## src/hdl/mbct_pkg.sv

```systemverilog
package mbct_pkg;

    // Table size used when the top level is not given one.
    localparam int TABLE_SLOTS_DEF = 512;

    // Depth of the queue between the front and the engine.
    localparam int QUEUE_DEPTH = 2;
    localparam int QUEUE_PTR_W = (QUEUE_DEPTH > 1) ? $clog2(QUEUE_DEPTH) : 1;
    localparam int QUEUE_CNT_W = $clog2(QUEUE_DEPTH + 1);

    // The broadcast address is never stored or counted.
    localparam logic [47:0] BCAST_MAC = 48'hFFFF_FFFF_FFFF;

    // Result status codes.
    localparam logic [2:0] STATUS_NEW      = 3'd0;
    localparam logic [2:0] STATUS_ACC      = 3'd1;
    localparam logic [2:0] STATUS_BCAST    = 3'd2;
    localparam logic [2:0] STATUS_FULL     = 3'd3;
    localparam logic [2:0] STATUS_READ_OK  = 3'd4;
    localparam logic [2:0] STATUS_READ_BAD = 3'd5;

    // Request type codes.
    localparam logic REQ_ADD  = 1'b0;
    localparam logic REQ_READ = 1'b1;

    // Input word.
    typedef struct packed {
        logic        req_type;
        logic [47:0] mac_address;
        logic [15:0] byte_count;
        logic [8:0]  entry_index;
    } t_in_word;

    // Result word.
    typedef struct packed {
        logic [2:0]  status;
        logic [8:0]  slot_index;
        logic [47:0] mac_out;
        logic [31:0] total_bytes;
        logic [9:0]  entries_used;
    } t_out_word;

    // Class that the front assigns to each word.
    typedef enum logic [1:0] {
        KIND_ADD,
        KIND_BCAST,
        KIND_READ
    } t_kind;

    // One queue entry between front and engine.
    typedef struct packed {
        t_kind    kind;
        t_in_word word;
    } t_queue_entry;

    // One table entry.
    typedef struct packed {
        logic [47:0] mac;
        logic [31:0] total;
    } t_entry;

    // Engine states.
    typedef enum logic [2:0] {
        ENG_IDLE,
        ENG_SCAN,
        ENG_ACC,
        ENG_INS,
        ENG_RD,
        ENG_EMIT
    } t_eng_state;

endpackage

```

## src/hdl/mbct_front.sv

```systemverilog
module mbct_front (
    input  logic                  i_clk,
    input  logic                  i_rst_n,
    input  logic                  i_in_valid,
    output logic                  o_in_stall,
    input  mbct_pkg::t_in_word    i_in_word,
    output logic                  o_q_valid,
    output mbct_pkg::t_queue_entry o_q_entry,
    input  logic                  i_q_pop
);

    mbct_pkg::t_queue_entry               r_q [mbct_pkg::QUEUE_DEPTH];
    logic [mbct_pkg::QUEUE_PTR_W-1:0]     r_wr_ptr;
    logic [mbct_pkg::QUEUE_PTR_W-1:0]     r_rd_ptr;
    logic [mbct_pkg::QUEUE_CNT_W-1:0]     r_count;
    logic [mbct_pkg::QUEUE_PTR_W-1:0]     n_wr_ptr;
    logic [mbct_pkg::QUEUE_PTR_W-1:0]     n_rd_ptr;
    logic [mbct_pkg::QUEUE_CNT_W-1:0]     n_count;
    logic                                 push;
    logic                                 pop;
    mbct_pkg::t_queue_entry               in_entry;

    // Classify the incoming word.
    always_comb begin
        in_entry.word = i_in_word;
        if (i_in_word.req_type == mbct_pkg::REQ_READ) begin
            in_entry.kind = mbct_pkg::KIND_READ;
        end else if (i_in_word.mac_address == mbct_pkg::BCAST_MAC) begin
            in_entry.kind = mbct_pkg::KIND_BCAST;
        end else begin
            in_entry.kind = mbct_pkg::KIND_ADD;
        end
    end

    // Queue handshake.
    assign o_in_stall = (r_count == mbct_pkg::QUEUE_CNT_W'(mbct_pkg::QUEUE_DEPTH));
    assign push       = i_in_valid && !o_in_stall;
    assign o_q_valid  = (r_count != '0);
    assign pop        = i_q_pop && o_q_valid;
    assign o_q_entry  = r_q[r_rd_ptr];

    // Pointer and fill count updates.
    always_comb begin
        n_wr_ptr = r_wr_ptr;
        n_rd_ptr = r_rd_ptr;
        n_count  = r_count;
        if (push) begin
            if (r_wr_ptr == mbct_pkg::QUEUE_PTR_W'(mbct_pkg::QUEUE_DEPTH - 1)) begin
                n_wr_ptr = '0;
            end else begin
                n_wr_ptr = r_wr_ptr + 1'b1;
            end
        end
        if (pop) begin
            if (r_rd_ptr == mbct_pkg::QUEUE_PTR_W'(mbct_pkg::QUEUE_DEPTH - 1)) begin
                n_rd_ptr = '0;
            end else begin
                n_rd_ptr = r_rd_ptr + 1'b1;
            end
        end
        if (push && !pop) begin
            n_count = r_count + 1'b1;
        end else if (pop && !push) begin
            n_count = r_count - 1'b1;
        end
    end

    always_ff @(posedge i_clk) begin
        if (!i_rst_n) begin
            r_wr_ptr <= '0;
            r_rd_ptr <= '0;
            r_count  <= '0;
        end else begin
            r_wr_ptr <= n_wr_ptr;
            r_rd_ptr <= n_rd_ptr;
            r_count  <= n_count;
        end
    end

    // Queue storage.
    always_ff @(posedge i_clk) begin
        if (push) begin
            r_q[r_wr_ptr] <= in_entry;
        end
    end

endmodule

```

## config.mk

```make
export PLATFORM = sky130hd
export DESIGN_NAME = mbct_front
export DESIGN_NICKNAME = d
export VERILOG_FILES = /design/src/hdl/mbct_pkg.sv /design/src/hdl/mbct_front.sv
export SDC_FILE = /design/constraint.sdc
export NUM_CORES = 1
export LEC_CHECK = 0
export BUFFER_PORTS_ARGS = -buffer_cell sky130_fd_sc_hd__buf_2
export CAP_MARGIN = 20
export CORE_AREA = 2 2 117 119
export CTS_BUF_LIST = sky130_fd_sc_hd__clkbuf_4 sky130_fd_sc_hd__clkbuf_8
export DETAILED_ROUTE_END_ITERATION = 16
export DIE_AREA = 0 0 119 121
export PLACE_DENSITY = 0.65
export SYNTH_ARGS = -nofsm -noshare
export SYNTH_HDL_FRONTEND = slang
export SYNTH_SLANG_ARGS = --single-unit
```

## constraint.sdc

```tcl
create_clock -name i_clk -period 4.9 [get_ports i_clk]
set_input_delay 0.98 -clock i_clk [delete_from_list [all_inputs] [get_ports i_clk]]
set_output_delay 0.98 -clock i_clk [all_outputs]
set_load 0.02 [all_outputs]
```

==> reports/qor.yml <==
worst_setup_path:
  path_cells: "mux2_2, buf_2"
  cp-start-kind: "register"
  cp_max_fo: 75
  timing.rr.start: "r_count[0]"
  slowest_delay_ns: 1.02
  required_ns: 3.92
  rrSetupSlack_ns: 3.10
  worst-setup-path-type: "reg -> out"
  slowest_stage: "dfxtp_4"
  end_kind: "output port"
  arrival_ns: 2.12
  r2r_end: "r_q[1][12]"
  rr_worst_depth: 3
logic_synthesis:
  yosysTopAreaCellShare_pct: 78.1
  synthAdderAreaFrac_pct: 0.217
  yosys_warnings: 0
  syn-num-nets: 357
  synth_area_sq_um: 5770
  synth_seq_cells: 155
  ys_seq_area_share_pct: 79.8
  synth_xor_area_share_pct: 0.455
  synthTopCellsByArea: "edfxtp_1, mux2_2, dfxtp_1"
  muxShareOfSynthArea_pct: 14.6
  yosysUniqueCellTypes: 26
  synth_simple_gate_area_share_pct: 2.78
  synth_compound_area_share_pct: 0.520
  synth_cells: 278
  ys.flop_type: "edfxtp_1"
  synth_top_cell_by_area: "edfxtp_1"
  async_flop_share_pct: 0
  synth_area_per_cell_sq_um: 20.8
  synth_edf_count: 150
  synth_top_family_by_area: "multiplexers"
clock_tree:
  cts.sinks: 155
  cts.path.max_buffers: 2
  cts_resized: 0
  cts_root_buf: "clkbuf_8"
  cts_hold_buf: 0
  clk_latency_ns: 0.43
  cts_made_buffers: 17
  clk_pin_slew_ns: 0.07
  post_cts_buffers: 0
  htree_levels: 4
  cts_tree: "done"
drt:
  drtPass1Iterations: 4
  post_drt_wl_per_cell_um: 16.6
  viasPerCell: 4.79
  antenna_left: 0
  drcViolationCount: 0
  drt_iter0_markers: 138
  routed_wl_um: 10600
  vias: 3044
global_routing:
  grt_max_degree: 76
  track_usage_pct: 15.4
  grt_pass1_vias: 3291
  antenna_found_initial: 0
  grt_first_pass_wirelength_um: 16500
  grt_overflow: 0
timing:
  rsz0062_at_grt: "no"
  fin_crit_sh_pct: 63.2
  whs_ns: 0.515
  final.setup.tns_ns: 0
  final_max_slew_viol_count: 0
  clock_skew_ns: 0.0116
  period_needed_ns: 3.10
  finalHoldViolCount: 0
  timing.final.ws_setup_ns: 1.80
  tightest_slew_ns: 1.04
  setup_viol: 0
  relSlewSlack_pct: 30.5
  max_clock_freq_mhz: 323
power_and_ir_drop:
  pwr-share-comb_pct: 26.8
  p_leak_uw: 0.00261
  p_int_uw: 2500
  power.density_nw_per_um2: 512
  power.switching_uw: 1130
  switching_share_pct: 31.2
  p_clk_share_pct: 23.7
  seqPwrFrac_pct: 49.5
  ir_drop_mv: 0.401
place:
  portBuffers: 155
  hpwl_um: 6730
  gp_congestion: 0.723
  dp_slack_ns: 2.23
  post-place-cells: 602
  post_dp_cell_area_sq_um: 6720
min_path:
  min_from: "r_rd_ptr"
  hp-class: "reg -> reg"
  min_path_cells: 2
final_layout:
  fillers: 1081
  drive_gt1_share_pct: 58.2
  antennaDiodeCount: 0
  final_cell_area_sq_um: 7090
  instances_no_fill: 635
  layout.nets: 525
  syn2layout_area_growth_pct: 22.9
floorplan:
  die_x_um: 119
  die_y_um: 121
  die_area_sq_um: 14400
  core_area_sq_um: 13100
  pin_count: 156
  start_util_pct: 44.1
  fp-row-count: 42
job:
  cap_violations: 0
outcome:
  status: "finished, final reports clean"
-- cell families after synthesis --
logic type               count (synthesis)
AND/OR/NAND/NOR                         27
XOR/XNOR                                 3
buffers and inverters                   12
adder cells (fa/ha/maj)                  1
multiplexers                            75
flip-flops                             155
AO/OA/AOI/OAI                            5
-- critical path, delay by kind of cell, from the launching register on --
kind,cells,cell delay [ns]
mux,1,0.44
flops,1,1.02
buf+inv,1,0.16
-- area by class of cell --
type | instances | area (sq um) | area share (%)
clock buffer | 21 | 264 | 3.72
clock inverter | 11 | 95.1 | 1.34
timing repair buffer | 158 | 811 | 11.4
multi-input combinational | 111 | 1080 | 15.3
tap | 176 | 220 | 3.10
inverter | 3 | 11.3 | 0.159
sequential | 155 | 4610 | 65.0
-- sequential cells by signal, indices dropped and copies added (netlist names), named ones only --
signal    cells
r_wr_ptr      1
r_rd_ptr      1
r_q         150
r_count       2
-- power groups by stage --
stage / combinational, uW / sequential (uW) / clock, uW
global placement: 974 / 1820 / 0
floorplan: 762 / 1740 / 0
detailed placement: 977 / 1830 / 0
finish: 974 / 1800 / 860
global route: 1050 / 1820 / 943
CTS: 982 / 1800 / 886
-- worst max-delay path by stage --
stage,startpoint,to,slack [ns],cells past startpoint
global placement,register,o_q_entry[50],2.23,2
detailed placement,register,o_q_entry[50],2.23,2
floorplan,i_in_valid,r_q[0][0],0.42,2
global route,register,o_q_entry[74],1.68,2
finish,register,o_q_entry[74],1.80,2
CTS,register,o_q_entry[50],1.75,2
-- stage by stage --
step | util (%) | total power (uW)
floorplan | - | 2500
global placement | 51.3 | 2800
detailed placement | 51.3 | 2810
CTS | 54.1 | 3670
global route | 54.2 | 3810
finish | 54.2 | 3630
-- cell usage in the layout (no fill, tap or decap), drive strengths merged, types with 2 or more instances in the layout --
cell	count
nor2	5
dfxtp	5
buf	158
xor2	3
nand4	10
edfxtp	150
clkbuf	21
mux2	75
inv	5
o21ai	2
nor3	2
clkinv	4
clkinvlp	4
nor4	2
-- synthesized netlist by cell type (2+ instances only) --
library cell  number
dfxtp_1            5
o21ai_0            2
buf_2              2
buf_4              2
inv_1              3
nor4_1             2
xor2_1             3
mux2_2            75
buf_6              5
nor2_1             5
edfxtp_1         150
nand4_1           10
-- per-layer routing --
| metal | track usage, % | part of all wire (%) | vias up |
|---|---|---|---|
| met4 | 6.70 | 1.3 | 0 |
| met5 | 0 | 0 | - |
| met2 | 25.1 | 48 | 107 |
| met1 | 18.7 | 44 | 1485 |
| li1 | - | - | 1440 |
| met3 | 5.55 | 5.8 | 12 |
(Power assumes the default switching activity.)
